<file path="src/rtl/core/multilevel_active_expired_queue_assert.svh">
// assertion macros for the active/expired ready queue block
`ifndef MULTILEVEL_ACTIVE_EXPIRED_QUEUE_ASSERT_SVH
`define MULTILEVEL_ACTIVE_EXPIRED_QUEUE_ASSERT_SVH
`ifndef ASSERT_OFF
// concurrent check, switched off while reset is asserted
`define MAEQ_ASSERT(lbl, ck, rn, prop) \
	lbl: assert property (@(posedge ck) disable iff (!rn) prop) \
		else $error("maeq assertion failed");
// concurrent check that also holds through reset
`define MAEQ_ASSERT_NR(lbl, ck, prop) \
	lbl: assert property (@(posedge ck) prop) \
		else $error("maeq assertion failed");
`else
`define MAEQ_ASSERT(lbl, ck, rn, prop)
`define MAEQ_ASSERT_NR(lbl, ck, prop)
`endif
`endif

</file>
<file path="src/rtl/core/maeq_pkg.sv">
// shared constants, codes and control types of the active/expired ready queue
package maeq_pkg;

	localparam int LEVELS      = 4;
	localparam int QUEUE_DEPTH = 4;   // power of two: slot index wraps naturally
	localparam int ID_W        = 8;

	localparam int NQ          = 2 * LEVELS;
	localparam int LVL_W       = $clog2(LEVELS);
	localparam int Q_W         = LVL_W + 1;
	localparam int HD_W        = $clog2(QUEUE_DEPTH);
	localparam int CNT_W       = $clog2(QUEUE_DEPTH + 1);
	localparam int ADDR_W      = Q_W + HD_W;
	localparam int STORE_DEPTH = NQ * QUEUE_DEPTH;

	localparam int CFG_W       = 3;
	localparam int PRIO_W      = 3;
	localparam int TGT_W       = PRIO_W + 1;
	localparam int SLVL_W      = 2;
	localparam int STAT_W      = 2;

	localparam logic [CFG_W-1:0] LEVELS_RESET = 3'd4;

	localparam logic FUNC_ADD  = 1'b0;
	localparam logic FUNC_TAKE = 1'b1;

	localparam logic [STAT_W-1:0] ADD_OK    = 2'd0;
	localparam logic [STAT_W-1:0] ADD_FULL  = 2'd1;
	localparam logic [STAT_W-1:0] ADD_RANGE = 2'd2;

	typedef struct packed {
		logic req_ready;
		logic capture;
		logic exec;
		logic load_out;
	} cmd_t;

	typedef struct packed {
		logic req_valid;
		logic out_free;
	} sts_t;

endpackage

</file>
<file path="src/rtl/core/maeq_if.sv">
// request and response channel interfaces
interface maeq_req_if;
	logic                         valid;
	logic                         ready;
	logic                         func;
	logic [maeq_pkg::ID_W-1:0]    task_id;
	logic signed [maeq_pkg::PRIO_W-1:0] dyn_prio;
	logic [maeq_pkg::PRIO_W-1:0]  static_prio;

	modport source (output valid, func, task_id, dyn_prio, static_prio, input ready);
	modport sink   (input valid, func, task_id, dyn_prio, static_prio, output ready);
endinterface

interface maeq_rsp_if;
	logic                         valid;
	logic                         ready;
	logic [maeq_pkg::ID_W-1:0]    granted_id;
	logic                         granted_valid;
	logic [maeq_pkg::SLVL_W-1:0]  stored_level;
	logic                         went_expired;
	logic                         banks_swapped;
	logic [maeq_pkg::STAT_W-1:0]  add_status;

	modport source (output valid, granted_id, granted_valid, stored_level, went_expired,
		banks_swapped, add_status, input ready);
	modport sink   (input valid, granted_id, granted_valid, stored_level, went_expired,
		banks_swapped, add_status, output ready);
endinterface

</file>
<file path="src/rtl/core/maeq_ctrl.sv">
// sequencing state machine: capture, execute, hand result to the output register
`include "multilevel_active_expired_queue_assert.svh"
module maeq_ctrl (
	input  logic           clk,
	input  logic           arst_n,
	input  maeq_pkg::sts_t sts,
	output maeq_pkg::cmd_t cmd
);

	typedef enum logic [2:0] {
		ST_IDLE = 3'b001,
		ST_EXEC = 3'b010,
		ST_RESP = 3'b100
	} state_t;

	state_t state_q, state_d;

	always_comb begin
		state_d      = state_q;
		cmd          = '0;
		case (state_q)
			ST_IDLE: begin
				cmd.req_ready = 1'b1;
				cmd.capture   = sts.req_valid;
				if (sts.req_valid) begin
					state_d = ST_EXEC;
				end
			end
			ST_EXEC: begin
				cmd.exec = 1'b1;
				state_d  = ST_RESP;
			end
			ST_RESP: begin
				// wait for room in the output register
				cmd.load_out = sts.out_free;
				if (sts.out_free) begin
					state_d = ST_IDLE;
				end
			end
			default: begin
				state_d = ST_IDLE;
			end
		endcase
	end

	always_ff @(posedge clk or negedge arst_n) begin
		if (!arst_n) begin
			state_q <= ST_IDLE;
		end else begin
			state_q <= state_d;
		end
	end

	`MAEQ_ASSERT(a_accept_to_exec, clk, arst_n, (sts.req_valid && cmd.req_ready) |=> (state_q == ST_EXEC))
	`MAEQ_ASSERT(a_exec_to_resp, clk, arst_n, cmd.exec |=> (state_q == ST_RESP && !cmd.req_ready))

endmodule

</file>
<file path="src/rtl/core/maeq_dp.sv">
// queue state, id store, level search and result registers
`include "multilevel_active_expired_queue_assert.svh"
module maeq_dp (
	input  logic                         clk,
	input  logic                         arst_n,
	input  logic                         cfg_we,
	input  logic [maeq_pkg::CFG_W-1:0]   cfg_wdata,
	input  maeq_pkg::cmd_t               cmd,
	output maeq_pkg::sts_t               sts,
	maeq_req_if.sink                     req,
	maeq_rsp_if.source                   rsp
);

	// captured request
	logic                              func_q;
	logic [maeq_pkg::ID_W-1:0]         id_q;
	logic [maeq_pkg::PRIO_W-1:0]       dyn_q;
	logic [maeq_pkg::PRIO_W-1:0]       stat_q;

	// queue state
	logic [maeq_pkg::CFG_W-1:0]        lvl_q;
	logic [maeq_pkg::HD_W-1:0]         head_q  [maeq_pkg::NQ];
	logic [maeq_pkg::CNT_W-1:0]        count_q [maeq_pkg::NQ];
	logic                              active_q;
	logic [maeq_pkg::ID_W-1:0]         store_q [maeq_pkg::STORE_DEPTH];
	logic [maeq_pkg::ID_W-1:0]         rdata_q;

	// pending result
	logic                              r_gvalid_q;
	logic                              r_swap_q;
	logic [maeq_pkg::SLVL_W-1:0]       r_level_q;
	logic                              r_exp_q;
	logic [maeq_pkg::STAT_W-1:0]       r_status_q;

	// output register
	logic                              out_valid_q;
	logic [maeq_pkg::ID_W-1:0]         out_id_q;
	logic                              out_gvalid_q;
	logic [maeq_pkg::SLVL_W-1:0]       out_level_q;
	logic                              out_exp_q;
	logic                              out_swap_q;
	logic [maeq_pkg::STAT_W-1:0]       out_status_q;

	logic [maeq_pkg::CFG_W-1:0]        eff_lvl;
	logic                              expired;
	logic [maeq_pkg::TGT_W-1:0]        tgt_lvl;
	logic                              oor;
	logic [maeq_pkg::Q_W-1:0]          add_q;
	logic                              full;
	logic                              add_ok;
	logic [maeq_pkg::HD_W-1:0]         slot;
	logic                              found_a, found_o, take_found;
	logic [maeq_pkg::LVL_W-1:0]        lvl_a, lvl_o;
	logic [maeq_pkg::Q_W-1:0]          take_q;
	logic                              is_add, is_take;

	assign req.ready     = cmd.req_ready;
	assign sts.req_valid = req.valid;
	assign sts.out_free  = !out_valid_q || rsp.ready;

	assign is_add  = (func_q == maeq_pkg::FUNC_ADD);
	assign is_take = (func_q == maeq_pkg::FUNC_TAKE);

	// a register above the level count acts as the level count
	assign eff_lvl = (lvl_q > maeq_pkg::CFG_W'(maeq_pkg::LEVELS)) ?
		maeq_pkg::CFG_W'(maeq_pkg::LEVELS) : lvl_q;

	// negative dynamic priority goes to static - 1 in the expired bank;
	// static zero wraps high and so falls out of range
	assign expired = dyn_q[maeq_pkg::PRIO_W-1];
	assign tgt_lvl = expired ? ({1'b0, stat_q} - maeq_pkg::TGT_W'(1)) : {1'b0, dyn_q};
	assign oor     = tgt_lvl >= {1'b0, eff_lvl};
	assign add_q   = {active_q ^ expired, tgt_lvl[maeq_pkg::LVL_W-1:0]};
	assign full    = count_q[add_q] >= maeq_pkg::CNT_W'(maeq_pkg::QUEUE_DEPTH);
	assign add_ok  = !oor && !full;
	assign slot    = head_q[add_q] + count_q[add_q][maeq_pkg::HD_W-1:0];

	// highest non-empty level in use, for both banks
	always_comb begin
		found_a = 1'b0;
		found_o = 1'b0;
		lvl_a   = '0;
		lvl_o   = '0;
		for (int l = 0; l < maeq_pkg::LEVELS; l++) begin
			if (maeq_pkg::CFG_W'(l) < eff_lvl) begin
				if (count_q[{active_q, maeq_pkg::LVL_W'(l)}] != '0) begin
					found_a = 1'b1;
					lvl_a   = maeq_pkg::LVL_W'(l);
				end
				if (count_q[{~active_q, maeq_pkg::LVL_W'(l)}] != '0) begin
					found_o = 1'b1;
					lvl_o   = maeq_pkg::LVL_W'(l);
				end
			end
		end
	end

	assign take_found = found_a || found_o;
	assign take_q     = found_a ? {active_q, lvl_a} : {~active_q, lvl_o};

	always_ff @(posedge clk) begin
		if (cmd.capture) begin
			func_q <= req.func;
			id_q   <= req.task_id;
			dyn_q  <= req.dyn_prio;
			stat_q <= req.static_prio;
		end
	end

	always_ff @(posedge clk or negedge arst_n) begin
		if (!arst_n) begin
			lvl_q    <= maeq_pkg::LEVELS_RESET;
			active_q <= 1'b0;
			for (int q = 0; q < maeq_pkg::NQ; q++) begin
				head_q[q]  <= '0;
				count_q[q] <= '0;
			end
		end else begin
			if (cfg_we) begin
				lvl_q <= cfg_wdata;
			end
			if (cmd.exec) begin
				if (is_add) begin
					if (add_ok) begin
						count_q[add_q] <= count_q[add_q] + maeq_pkg::CNT_W'(1);
					end
				end else begin
					if (!found_a) begin
						active_q <= ~active_q;
					end
					if (take_found) begin
						head_q[take_q]  <= head_q[take_q] + maeq_pkg::HD_W'(1);
						count_q[take_q] <= count_q[take_q] - maeq_pkg::CNT_W'(1);
					end
				end
			end
		end
	end

	// id store: one write or one registered read per request
	always_ff @(posedge clk) begin
		if (cmd.exec && is_add && add_ok) begin
			store_q[{add_q, slot}] <= id_q;
		end
		if (cmd.exec && is_take) begin
			rdata_q <= store_q[{take_q, head_q[take_q]}];
		end
	end

	always_ff @(posedge clk) begin
		if (cmd.exec) begin
			r_gvalid_q <= is_take && take_found;
			r_swap_q   <= is_take && !found_a;
			r_level_q  <= (is_add && add_ok) ? tgt_lvl[maeq_pkg::SLVL_W-1:0] : '0;
			r_exp_q    <= is_add && add_ok && expired;
			if (!is_add) begin
				r_status_q <= maeq_pkg::ADD_OK;
			end else if (oor) begin
				r_status_q <= maeq_pkg::ADD_RANGE;
			end else if (full) begin
				r_status_q <= maeq_pkg::ADD_FULL;
			end else begin
				r_status_q <= maeq_pkg::ADD_OK;
			end
		end
	end

	always_ff @(posedge clk or negedge arst_n) begin
		if (!arst_n) begin
			out_valid_q <= 1'b0;
		end else if (cmd.load_out) begin
			out_valid_q <= 1'b1;
		end else if (rsp.ready) begin
			out_valid_q <= 1'b0;
		end
	end

	always_ff @(posedge clk) begin
		if (cmd.load_out) begin
			out_id_q     <= r_gvalid_q ? rdata_q : '0;
			out_gvalid_q <= r_gvalid_q;
			out_level_q  <= r_level_q;
			out_exp_q    <= r_exp_q;
			out_swap_q   <= r_swap_q;
			out_status_q <= r_status_q;
		end
	end

	assign rsp.valid         = out_valid_q;
	assign rsp.granted_id    = out_id_q;
	assign rsp.granted_valid = out_gvalid_q;
	assign rsp.stored_level  = out_level_q;
	assign rsp.went_expired  = out_exp_q;
	assign rsp.banks_swapped = out_swap_q;
	assign rsp.add_status    = out_status_q;

	`MAEQ_ASSERT(a_no_overwrite, clk, arst_n, cmd.load_out |-> (!out_valid_q || rsp.ready))
	`MAEQ_ASSERT(a_swap_flips, clk, arst_n, (cmd.exec && is_take && !found_a) |=> (active_q != $past(active_q)))
	`MAEQ_ASSERT(a_grant_status, clk, arst_n, (rsp.valid && rsp.granted_valid) |-> (rsp.add_status == maeq_pkg::ADD_OK && !rsp.went_expired))
	`MAEQ_ASSERT_NR(a_reset_empty, clk, !arst_n |-> !out_valid_q)

endmodule

</file>
<file path="src/rtl/core/multilevel_active_expired_queue.sv">
// top level of the two-bank active/expired multilevel ready queue
//
// channel  dir  handshake      payload
// req      in   valid/ready    func, task_id, dyn_prio, static_prio
// rsp      out  valid/ready    granted_id, granted_valid, stored_level,
//                              went_expired, banks_swapped, add_status
// cfg      in   cfg_we         cfg_wdata (levels_in_use)
//
// each request goes through capture, queue update with a registered
// read of the id store, then load of the output register
// a new request is taken while the previous response still waits in the
// output register; a stalled output holds the controller in its response step
// arst_n clears all queue counts and heads, the active bank and the state
// machine at once; the id store needs no clearing since only counted entries
// ever reach the output
`include "multilevel_active_expired_queue_assert.svh"
module multilevel_active_expired_queue (
	input  logic                       clk,
	input  logic                       arst_n,
	input  logic                       cfg_we,
	input  logic [maeq_pkg::CFG_W-1:0] cfg_wdata,
	maeq_req_if.sink                   req,
	maeq_rsp_if.source                 rsp
);

	// command and status between the sequencer and the datapath
	maeq_pkg::cmd_t cmd;
	maeq_pkg::sts_t sts;

	// state machine: idle takes a request, execute updates the queues,
	// response waits for a free output register
	maeq_ctrl u_ctrl (
		.clk    (clk),
		.arst_n (arst_n),
		.sts    (sts),
		.cmd    (cmd)
	);

	// per-level fifo counters and heads for both banks, the id store,
	// the level search and the output register
	maeq_dp u_dp (
		.clk       (clk),
		.arst_n    (arst_n),
		.cfg_we    (cfg_we),
		.cfg_wdata (cfg_wdata),
		.cmd       (cmd),
		.sts       (sts),
		.req       (req),
		.rsp       (rsp)
	);

	// a request is never taken unless the sequencer is idle
	`MAEQ_ASSERT(a_req_one_at_a_time, clk, arst_n, (req.valid && req.ready) |=> !req.ready)
	`MAEQ_ASSERT(a_load_after_accept, clk, arst_n, (req.valid && req.ready) |=> !cmd.load_out)

endmodule
</file>
<file path="src/flat_wrapper.sv">
// flat-port wrapper written by rule: the top's interface ports become plain ports
module multilevel_active_expired_queue_flat 
  (clk, arst_n, cfg_we, cfg_wdata, req_valid, req_func, req_task_id, req_dyn_prio, req_static_prio, req_ready, rsp_valid, rsp_granted_id, rsp_granted_valid, rsp_stored_level, rsp_went_expired, rsp_banks_swapped, rsp_add_status, rsp_ready);
  maeq_req_if req_i ();
  maeq_rsp_if rsp_i ();
  input  logic clk;
  input  logic arst_n;
  input  logic cfg_we;
  input  logic [maeq_pkg::CFG_W-1:0] cfg_wdata;
  input wire logic [$bits(req_i.valid)-1:0] req_valid;
  input wire logic [$bits(req_i.func)-1:0] req_func;
  input wire logic [$bits(req_i.task_id)-1:0] req_task_id;
  input wire logic [$bits(req_i.dyn_prio)-1:0] req_dyn_prio;
  input wire logic [$bits(req_i.static_prio)-1:0] req_static_prio;
  output wire logic [$bits(req_i.ready)-1:0] req_ready;
  output wire logic [$bits(rsp_i.valid)-1:0] rsp_valid;
  output wire logic [$bits(rsp_i.granted_id)-1:0] rsp_granted_id;
  output wire logic [$bits(rsp_i.granted_valid)-1:0] rsp_granted_valid;
  output wire logic [$bits(rsp_i.stored_level)-1:0] rsp_stored_level;
  output wire logic [$bits(rsp_i.went_expired)-1:0] rsp_went_expired;
  output wire logic [$bits(rsp_i.banks_swapped)-1:0] rsp_banks_swapped;
  output wire logic [$bits(rsp_i.add_status)-1:0] rsp_add_status;
  input wire logic [$bits(rsp_i.ready)-1:0] rsp_ready;
  assign req_i.valid = req_valid;
  assign req_i.func = req_func;
  assign req_i.task_id = req_task_id;
  assign req_i.dyn_prio = req_dyn_prio;
  assign req_i.static_prio = req_static_prio;
  assign req_ready = req_i.ready;
  assign rsp_valid = rsp_i.valid;
  assign rsp_granted_id = rsp_i.granted_id;
  assign rsp_granted_valid = rsp_i.granted_valid;
  assign rsp_stored_level = rsp_i.stored_level;
  assign rsp_went_expired = rsp_i.went_expired;
  assign rsp_banks_swapped = rsp_i.banks_swapped;
  assign rsp_add_status = rsp_i.add_status;
  assign rsp_i.ready = rsp_ready;
  multilevel_active_expired_queue u_core (.clk(clk), .arst_n(arst_n), .cfg_we(cfg_we), .cfg_wdata(cfg_wdata), .req(req_i), .rsp(rsp_i));
endmodule
</file>
<file path="config.mk">
export PLATFORM = sky130hd
export DESIGN_NAME = multilevel_active_expired_queue_flat
export DESIGN_NICKNAME = d
export VERILOG_FILES = /design/src/rtl/core/maeq_pkg.sv /design/src/rtl/core/maeq_if.sv /design/src/rtl/core/maeq_ctrl.sv /design/src/rtl/core/maeq_dp.sv /design/src/rtl/core/multilevel_active_expired_queue.sv /design/src/flat_wrapper.sv
export VERILOG_INCLUDE_DIRS = /design/src /design/src/rtl/core
export SDC_FILE = /design/constraint.sdc
export NUM_CORES = 1
export LEC_CHECK = 0
export ABC_AREA = 1
export BUFFER_PORTS_ARGS = -buffer_cell sky130_fd_sc_hd__buf_2
export CAP_MARGIN = 20
export CORE_UTILIZATION = 62
export CTS_BUF_LIST = sky130_fd_sc_hd__clkbuf_8 sky130_fd_sc_hd__clkbuf_16
export CTS_CLUSTER_SIZE = 30
export DETAILED_ROUTE_END_ITERATION = 10
export GPL_TIMING_DRIVEN = 0
export PLACE_DENSITY = 0.79
export SLEW_MARGIN = 0
export SYNTH_ARGS = -nofsm -noshare
export SYNTH_HDL_FRONTEND = slang
export SYNTH_HIERARCHICAL = 1
export SYNTH_SLANG_ARGS = --single-unit
export TNS_END_PERCENT = 5
</file>
<file path="constraint.sdc">
create_clock -name clk -period 3.44 [get_ports clk]
set_input_delay 0.344 -clock clk [delete_from_list [all_inputs] [get_ports clk]]
set_output_delay 0.344 -clock clk [all_outputs]
set_load 0.03 [all_outputs]
</file>
# [Word-level counts from Yosys, hierarchy flattened]
# Memories as Yosys holds them, arrays and structs flattened. A register that Yosys moved wholly into a read port is not among the register bits.
# Cells that the tools add are included.
[totals] register_bits=85 latch_bits=0 ram_bits=256 romBits=0 input_bits=23 wordCells=203 memories=1
[classes] add_sub_neg=5 mul=0 n_div=0 n_lt_le_gt_ge=19 eq_ne=6 n_shift=0 muxes=91 bitwise=14 reduce_logical=31
[memory_table] name="u_core.u_dp.store_q" depth=32 word_bits=8 rd=1 rd_clocked_by_memory_dff=1 wr=1 line="maeq_dp.sv:25" source="logic [maeq_pkg::ID_W-1:0] store_q [maeq_pkg::STORE_DEPTH];"
[op_table] cell="$bmux W3 S3" count=10
[op_table] cell="$mux W3" count=26
[op_table] cell="$mux W24" count=3
[op_table] cell="$bwmux W24" count=2
[op_table] cell="$ge A4 B4 Y1 const B" count=10
[op_table] cell="$not A3 Y4" count=10
[op_table] cell="$mux W2" count=15
[op_table] cell="$mux W1" count=27
[op_table] cell="$reduce_bool A3 Y1" count=8
[op_table] cell="$demux W3 S3" count=2
[op_table] cell="$bwmux W16" count=1
[op_table] cell="$bmux W2 S3" count=2
[op_table] cell="$logic_and A1 B1 Y1" count=10
[op_table] cell="$pmux W3 S3" count=1
[op_table] cell="$reduce_and A3 Y1" count=3
[op_table] cell="$lt A4 B1 Y1 const B" count=2
[op_table] cell="$demux W2 S3" count=1
[op_table] cell="$lt A1 B3 Y1 const A" count=2
[op_table] cell="$lt A2 B3 Y1 const A" count=2
[op_table] cell="$ge A4 B3 Y1" count=1
[op_table] cell="$logic_not A1 Y1" count=4
[op_table] cell="$mux W4" count=1
[op_table] cell="$ne A2 B2 Y1 const B" count=2
[op_table] cell="$reduce_bool A2 Y1" count=2
[op_table] cell="16 further kinds" count=19

# [Logic depth before layout (Yosys ltp)]
# Gate-level depths: netlist of run 1.
[depth] ltp_word=22 mapped_depth=26 depth_no_buf=22

# [Modules after synthesis]
# The synthesis of run 1 kept the hierarchy.
[modules_own_cells] mod="maeq_dp" instances=1 cells_each=1502 area_each_um2=15386.0 seq_area_each_um2=10166.0
[modules_own_cells] mod="maeq_ctrl" instances=1 cells_each=20 area_each_um2=167.7 seq_area_each_um2=76.3

# [Worst setup path after synthesis of run 1]
# Ideal clock, no wire load.
[synth_timing] kind="register -> register" from="register u_core/u_dp/lvl_q[2] (netlist name)" to="register u_core/u_dp/count_q[16] (netlist name)" setup_ns=0.079 arrival_ns=3.055 required_time_ns=3.361 slack_ns=0.306 path_stages_with_launch=21 path_buffers=2 cell_sequence="dfstp_2 > nor2_2 > nor2_4 > nand3_2 > nand2_2 > inv_1 > nand2_1 > nand2_1 > nand2_1 > nor2_1 > buf_2 > nand2_1 > nor2_1 > nor4_1 > nand2_1 > ha_1 > or2_2 > buf_1 > o22ai_1 > nor2_1 > a21oi_1"
[synth_via] elab_chain_len=19 word_cells_on_any_way=51
[synth_rtl] element="start: declaration" line="maeq_dp.sv:21" source="logic [maeq_pkg::CFG_W-1:0] lvl_q;"
[synth_rtl] element="start signal: assignment" line="maeq_dp.sv:112" source="lvl_q <= maeq_pkg::LEVELS_RESET;"
[synth_rtl] element="start signal: assignment" line="maeq_dp.sv:120" source="lvl_q <= cfg_wdata;"
[synth_rtl] element="$gt A3 B3 Y1" line="maeq_dp.sv:65" source="assign eff_lvl = (lvl_q > maeq_pkg::CFG_W'(maeq_pkg::LEVELS)) ?"
[synth_rtl] element="$mux W3 (*)" line="maeq_dp.sv:65"
[synth_rtl] element="$lt A1 B3 Y1" line="maeq_dp.sv:85" source="if (maeq_pkg::CFG_W'(l) < eff_lvl) begin"
[synth_rtl] element="$mux W1" line="maeq_dp.sv:85"
[synth_rtl] element="$mux W1" line="maeq_dp.sv:86" source="if (count_q[{active_q, maeq_pkg::LVL_W'(l)}] != '0) begin"
[synth_rtl] element="$mux W1" line="maeq_dp.sv:85"
[synth_rtl] element="$mux W1" line="maeq_dp.sv:86"
[synth_rtl] element="$mux W1" line="maeq_dp.sv:85"
[synth_rtl] element="[3 not listed]"
[synth_rtl] element="$not A3 Y4 (not written as such)" line="maeq_dp.sv:133" source="count_q[take_q] <= count_q[take_q] - maeq_pkg::CNT_W'(1);"
[synth_rtl] element="$bmux W3 S3 (tied with other cells)" line="maeq_dp.sv:133"
[synth_rtl] element="$mux W3 (not written as such) / $logic_and A1 B1 Y1 (equally long branches)" line="maeq_dp.sv:133"
[synth_rtl] element="$mux W3 (not written as such)" line="maeq_dp.sv:133"
[synth_rtl] element="$sub A3 B1 Y3 / $demux W3 S3 (equally long branches)" line="maeq_dp.sv:133"
[synth_rtl] element="$bwmux W24" line="maeq_dp.sv:133"
[synth_rtl] element="$mux W24" line="maeq_dp.sv:131" source="if (take_found) begin"
[synth_rtl] element="$mux W24" line="maeq_dp.sv:123" source="if (is_add) begin"
[synth_rtl] element="end signal: indexed assignment" line="maeq_dp.sv:125" source="count_q[add_q] <= count_q[add_q] + maeq_pkg::CNT_W'(1);"
[synth_rtl] element="end signal: indexed assignment" line="maeq_dp.sv:133"
[synth_rtl] element="end: declaration" line="maeq_dp.sv:23" source="logic [maeq_pkg::CNT_W-1:0] count_q [maeq_pkg::NQ];"
# Every way passes the cells marked *; elsewhere a longest branch is shown, timed or not. The select of a mux whose other input is x is not followed.
# A chain may end at the register's enable or synchronous reset.

# [Final worst setup path of run 1]
[layout_timing] from="register u_core.u_dp.active_q" to="register u_core/u_dp/rdata_q[4] (netlist name), read port of u_core.u_dp.store_q, data pin"
[layout_via] elab_chain_len=18 word_cells_on_any_way=61
[layout_rtl] element="start: declaration" line="maeq_dp.sv:24" source="logic active_q;"
[layout_rtl] element="start signal: assignment" line="maeq_dp.sv:129" source="active_q <= ~active_q;"
[layout_rtl] element="$not A3 Y4 (not written as such)" line="maeq_dp.sv:86"
[layout_rtl] element="$bmux W3 S3" line="maeq_dp.sv:86"
[layout_rtl] element="$mux W3 (not written as such) (2 in a row)" line="maeq_dp.sv:86"
[layout_rtl] element="$reduce_bool A3 Y1" line="maeq_dp.sv:86"
[layout_rtl] element="$mux W1" line="maeq_dp.sv:86"
[layout_rtl] element="$mux W1" line="maeq_dp.sv:85"
[layout_rtl] element="$mux W1" line="maeq_dp.sv:86"
[layout_rtl] element="$mux W1" line="maeq_dp.sv:85"
[layout_rtl] element="$mux W1" line="maeq_dp.sv:86"
[layout_rtl] element="$mux W1" line="maeq_dp.sv:85"
[layout_rtl] element="$mux W1" line="maeq_dp.sv:86"
[layout_rtl] element="$mux W1" line="maeq_dp.sv:85"
[layout_rtl] element="$mux W3 (*)" line="maeq_dp.sv:99" source="assign take_q = found_a ? {active_q, lvl_a} : {~active_q, lvl_o};"
[layout_rtl] element="$not A3 Y4 (not written as such)" line="maeq_dp.sv:146" source="rdata_q <= store_q[{take_q, head_q[take_q]}];"
[layout_rtl] element="$bmux W2 S3" line="maeq_dp.sv:146"
[layout_rtl] element="$mux W2 (not written as such) (2 in a row)" line="maeq_dp.sv:146"
[layout_rtl] element="end: declaration" line="maeq_dp.sv:26" source="logic [maeq_pkg::ID_W-1:0] rdata_q;"
# Marks and branches as above.

==> results.cfg, run 1 <==
[floorplan]
io-pin-count = 40
dieHeight_um = 160
die_area_sq_um = 25700
num_rows = 57
chipWidth_um = 160
start_util_pct = 63.6
core_sq_um = 24500

[detailed_routing]
drt_iter0_drc = 1397
first_pass_iters = 8
wl_per_cell_um = 20.1
num_vias = 11700
drcViolationCount = 0
via_per_inst = 5.93
postRouteAntennaNets = 0
drt-total-wl_mm = 39.7

[logic_synthesis]
postSynth.topFlopCell = edfxtp_1
synth_async_sr_flop_share_pct = 13.8
synth_top_area_share_pct = 58.1
synthesis.nets = 1552
yosysSeqAreaShare_pct = 65.9
syn_inst = 1522
yosys.area.top_type = edfxtp_1
yosysWarnings = 6
synth_cell_types = 39
ys_top_cells_by_area = edfxtp_1 (58%), nand2_1 (12%), nand3_1 (7.5%), dfrtp_1 (7.4%), nor2_1 (3.2%)
ys_seq_elements = 349
netlist_area_sq_um = 15600
synth_edf_count = 301
syn_avg_cell_area_sq_um = 10.2

[setup_path]
crit_fanout = 10
crit_arrival_ns = 3.60
cp_num_buf_inv = 6
cp_slowest_cell = dfrtp_1
cp-end-kind = flip-flop
required_ns = 3.69
worstSetupPathType = flip-flop to flip-flop
start_kind = flip-flop
path_delay_family = simple AND/OR/NAND/NOR gates
cp_common_cell = nand2_1
critPathMaxStageDelay_ns = 0.39

[clocking]
h-tree-depth = 2
numCtsBuffers = 35
root_buffer = clkbuf_16
clock_latency_ns = 0.52
cts_tree = yes
clk_pin_slew_worst_paths_ns = 0.06
cts_buffer_depth = 3
cts.sinks = 349

[global_routing]
grt_start_max_net_pins = 33
antenna_found_initial = 0
grt_pass1_vias = 11200
grt-ovfl-total = 0
gr-usage-all-layers_pct = 31.0
grt_pass1_wl_mm = 60.0

[placed_design]
dp_hpwl_mm = 26.5
io_buffer_count = 38
place.gp.congestion = 0.991
place_area_sq_um = 16300
place_inst = 1891

[timing]
drv_slew = 0
finalSetupViolCount = 0
period_minus_slack_ns = 3.34
fmax_ghz = 0.299
fin_crit_sh_pct = 97.2
tightest_slew_ns = 0.871
fin_skew_ns = 0.0285
finalHoldViolations = 0
slew_headroom_pct = 41.4
whs_ns = 0.0224

[run_status]
outcome = finished, final reports clean

[layout]
antenna_cells = 0
drive_above_1_share_pct = 18.3
nets = 1661
area_growth_pct = 18.0
utilization_pct = 75.0
nFillCells = 1604
final_cell_mix = nand2_1 (463), edfxtp_1 (301), nand3_1 (225)
finalNonFillerCells = 1978
final_common_cell = nand2_1
fin_area_sq_um = 18400

[worst_hold_path]
hold_class = input port to flip-flop

[job]
cap_violations = 0
==> cells in the mapped netlist, types with 2 or more instances <==
library cell,number
nor3_1,3
nor4_1,3
nand2_4,2
buf_2,19
dfstp_2,2
dfrtp_1,46
a221oi_1,4
a22oi_1,15
inv_2,12
nand3_1,232
nor2_4,5
ha_1,7
nand2_2,6
edfxtp_1,301
xnor2_1,3
nand2_1,489
xor2_1,2
nor2_1,134
o21ai_0,35
o22ai_1,18
buf_6,7
buf_4,18
buf_1,5
nand3_2,3
a21oi_1,21
o21ai_1,2
clkbuf_1,12
inv_1,105
==> sequential cells by signal, summed over array words and instances, names as in the netlist, 2 cells and up <==
signal                        cells
u_core/u_dp/stat_q                3
u_core/u_dp/count_q              24
u_core/u_dp/dyn_q                 3
u_core/u_ctrl/state_q             3
u_core/u_dp/rsp.add_status        2
u_core/u_dp/rsp.stored_level      2
u_core/u_dp/rdata_q               8
u_core/u_dp/r_level_q             2
u_core/u_dp/id_q                  8
u_core/u_dp/r_status_q            2
u_core/u_dp/lvl_q                 3
u_core/u_dp/store_q             256
u_core/u_dp/rsp.granted_id        8
u_core/u_dp/head_q               16
==> kinds of logic after synthesis <==
family	Yosys count	share of synthesized area (%)
mux	1	0.0724
flops	349	65.9
buf+inv	178	5.22
xor+xnor	6	0.459
simple gates	881	23.9
fa+ha+maj	7	0.563
compound gates	100	3.92
==> cell type report <==
| type | count | area, sq um | area share, % |
|---|---|---|---|
| timing repair buffer | 73 | 719 | 3.92 |
| inverter | 117 | 457 | 2.49 |
| clock inverter | 21 | 135 | 0.736 |
| sequential | 349 | 10200 | 55.8 |
| clock buffer | 39 | 931 | 5.07 |
| buffer | 60 | 423 | 2.30 |
| tap | 324 | 405 | 2.21 |
| multi-input combinational | 995 | 5040 | 27.5 |
==> final timing paths <==
path | depth (start not counted) | start | to | slack (ns)
setup / recovery | 25 | u_core/u_dp/active_q | u_core/u_dp/rdata_q[4] | 0.1
max in group asynchronous | 3 | arst_n | u_core/u_dp/lvl_q[2] | 2.37
hold / removal | 1 | req_func | u_core/u_dp/func_q | 0.02
min in group asynchronous | 2 | arst_n | u_core/u_dp/active_q | 0.40
setup reg to reg | 25 | u_core/u_dp/active_q | u_core/u_dp/rdata_q[4] | 0.1
hold reg to reg | 0 | u_core/u_dp/r_swap_q | u_core/u_dp/rsp.banks_swapped | 0.42
==> through the flow <==
step / setup TNS [ns] / setup WS, ns
after floorplan: 0 / 0.306
after global placement: -170.49 / -0.703
after detailed placement: -184.25 / -0.801
after CTS: -0.0190 / -0.00923
after global routing: -0.633 / -0.0910
final: 0 / 0.0956
==> repair_timing <==
action	in CTS	in global routing
hold buffers	1	0
buffers inserted	10	13
pin swaps	22	21
gates resized for setup	117	59
endpoints found under the setup margin	280	288
endpoints found under the hold margin	22	0
==> layer usage <==
metal	routed length (um)	track usage, %	part of all wire [%]
met3	4460	5.66	11
met4	1590	12.6	4.0
met1	15500	43.2	39
met2	18200	48.6	46
met5	0	0	0
Power of run 1 is left out: the tool's default activity adds up to more than one toggle a clock period on the data nets, which glitch-free logic cannot reach.
==> run 2: changes to the inputs <==
--- a/config.mk
+++ b/config.mk
@@ -7,14 +7,14 @@
 export NUM_CORES = 1
 export LEC_CHECK = 0
 export ABC_AREA = 1
-export BUFFER_PORTS_ARGS = -buffer_cell sky130_fd_sc_hd__buf_2
 export CAP_MARGIN = 20
-export CORE_UTILIZATION = 62
+export CORE_UTILIZATION = 64
 export CTS_BUF_LIST = sky130_fd_sc_hd__clkbuf_8 sky130_fd_sc_hd__clkbuf_16
 export CTS_CLUSTER_SIZE = 30
 export DETAILED_ROUTE_END_ITERATION = 10
+export DONT_BUFFER_PORTS = 1
 export GPL_TIMING_DRIVEN = 0
-export PLACE_DENSITY = 0.79
+export PLACE_DENSITY = 0.8
 export SLEW_MARGIN = 0
 export SYNTH_ARGS = -nofsm -noshare
 export SYNTH_HDL_FRONTEND = slang
==> results.cfg, run 2 (synthesis gave the netlist of run 1 again) <==
[layout]
final_common_cell = nand2_1
final_cell_mix = nand2_1 (464), edfxtp_1 (301), nand3_1 (226)
antenna_cells = 0
drive_above_1_share_pct = 16.2
utilization_pct = 77.6
top_register = u_core/u_dp/store_q
finalNonFillerCells = 1961
nets = 1648
multi_input_area_sq_um = 5030
area_growth_pct = 18.2
largest_reg_flops = 256
regArea_sq_um = 10200
reg_top3 = u_core/u_dp/store_q x256, u_core/u_dp/count_q x24, u_core/u_dp/head_q x16
nFillCells = 1426

[setup_path]
crit_arrival_ns = 3.56
cp-end-kind = flip-flop
reg2reg_to = u_core/u_dp/store_q[23][6]
worstSetupPathType = flip-flop to flip-flop
crit_fanout = 8
start_kind = flip-flop
required_ns = 3.63
timing.rr.start = u_core/u_dp/dyn_q[2]
ff2ff_path_depth = 16
r2r_slack_ns = 0.07

[floorplan]
die_area_sq_um = 24900
start_util_pct = 65.7
io-pin-count = 40
num_rows = 56
chipWidth_um = 158
dieHeight_um = 158
core_sq_um = 23700

[detailed_routing]
postRouteAntennaNets = 0
drt_iter0_drc = 1708
drt-total-wl_mm = 40.7
num_vias = 11900
first_pass_iters = 6
wl_per_cell_um = 20.7
via_per_inst = 6.08
drcViolationCount = 0

[global_routing]
grt-ovfl-total = 0
grt_pass1_wl_mm = 60.6
grt_start_max_net_pins = 49
antenna_found_initial = 0
gr-usage-all-layers_pct = 33.3
grt_pass1_vias = 11100

[timing]
drv_slew = 0
whs_ns = 0.0403
slew_headroom_pct = 22.2
fin_crit_sh_pct = 98.0
fin_skew_ns = 0.0213
tightest_slew_ns = 1.17
finalHoldViolations = 0
finalSetupViolCount = 0
rsz0062_at_grt = true
fmax_ghz = 0.297
period_minus_slack_ns = 3.37

[clocking]
clock_latency_ns = 0.52
cts_buffer_depth = 3
numCtsBuffers = 35
cts_tree = yes
clk_pin_slew_worst_paths_ns = 0.06
h-tree-depth = 2
root_buffer = clkbuf_16
cts.sinks = 349

[run_status]
outcome = finished, final reports clean

[worst_hold_path]
min_from = req_valid
hold_class = input port to flip-flop
min_to = u_core/u_ctrl/state_q[0]
worstHoldPathCells = 4

[placed_design]
dp_hpwl_mm = 26.5
io_buffer_count = 0
place.gp.congestion = 0.958
place_inst = 1848

[job]
cap_violations = 0
[run 2: metal layers]
layer	global-route usage [%]	vias up	wire length, um
met5	0	-	0
met3	7.17	143	4700
met1	46.3	5620	15600
met2	51.0	806	18700
li1	-	5355	-
met4	14.6	0	1650
[run 2: metrics by stage]
step | setup WS, ns | TNS (ns) | cell area, sq um
3_5_place_dp | -0.820 | -196.02 | 16100
3_3_place_gp | -0.802 | -188.65 | 16000
6_report | 0.0676 | 0 | 18400
2_1_floorplan | 0.306 | 0 | 15600
4_1_cts | -0.0659 | -2.94 | 17900
5_1_grt | -0.0980 | -1.37 | 18400
[run 2: repair_timing]
action	4_1_cts	5_1_grt
pin swaps	14	23
gates resized for setup	109	63
buffers inserted	7	22
hold endpoints to repair	67	0
hold buffers	22	0
setup endpoints to repair	280	288
[run 2: how the worst max path moves through the flow]
| stage | slack, ns | startpoint | end | cells after the start |
|---|---|---|---|---|
| 6_report | 0.07 | u_core/u_dp/dyn_q[2] | u_core/u_dp/store_q[23][6] | 16 |
| 3_3_place_gp | -0.80 | u_core/u_dp/stat_q[0] | u_core/u_dp/store_q[16][3] | 15 |
| 4_1_cts | -0.07 | u_core/u_dp/dyn_q[2] | u_core/u_dp/store_q[1][5] | 16 |
| 2_1_floorplan | 0.31 | u_core/u_dp/lvl_q[2] | u_core/u_dp/count_q[16] | 20 |
| 3_5_place_dp | -0.82 | u_core/u_dp/stat_q[1] | u_core/u_dp/store_q[30][0] | 14 |
| 5_1_grt | -0.1 | u_core/u_dp/active_q | u_core/u_dp/rdata_q[2] | 26 |
[run 2: worst max-delay path, stage by stage (launching register included)]
cell and delay, ns:
edfxtp_1 0.46, inv_4 0.14, nand2_1 0.07, nand2_2 0.13
clkinvlp_4 0.11, buf_4 0.17, buf_4 0.15, nand2_2 0.17
o22ai_1 0.11, a221oi_1 0.26, nand2_1 0.13, inv_1 0.09
ha_2 0.18, xor2_2 0.14, buf_4 0.18, nand2_4 0.21
nor2_4 0.31
[run 2: area by class of cell]
class                   instances  area share, %
multi-input cells             995           27.4
clock buffers                  38           5.11
well taps                     319           2.17
inverters                     117           2.49
repair buffers                 60           3.97
plain buffers                  60           2.29
clock inverters                23          0.851
flip-flops and latches        349           55.7
Power of run 2 is left out for the same reason.
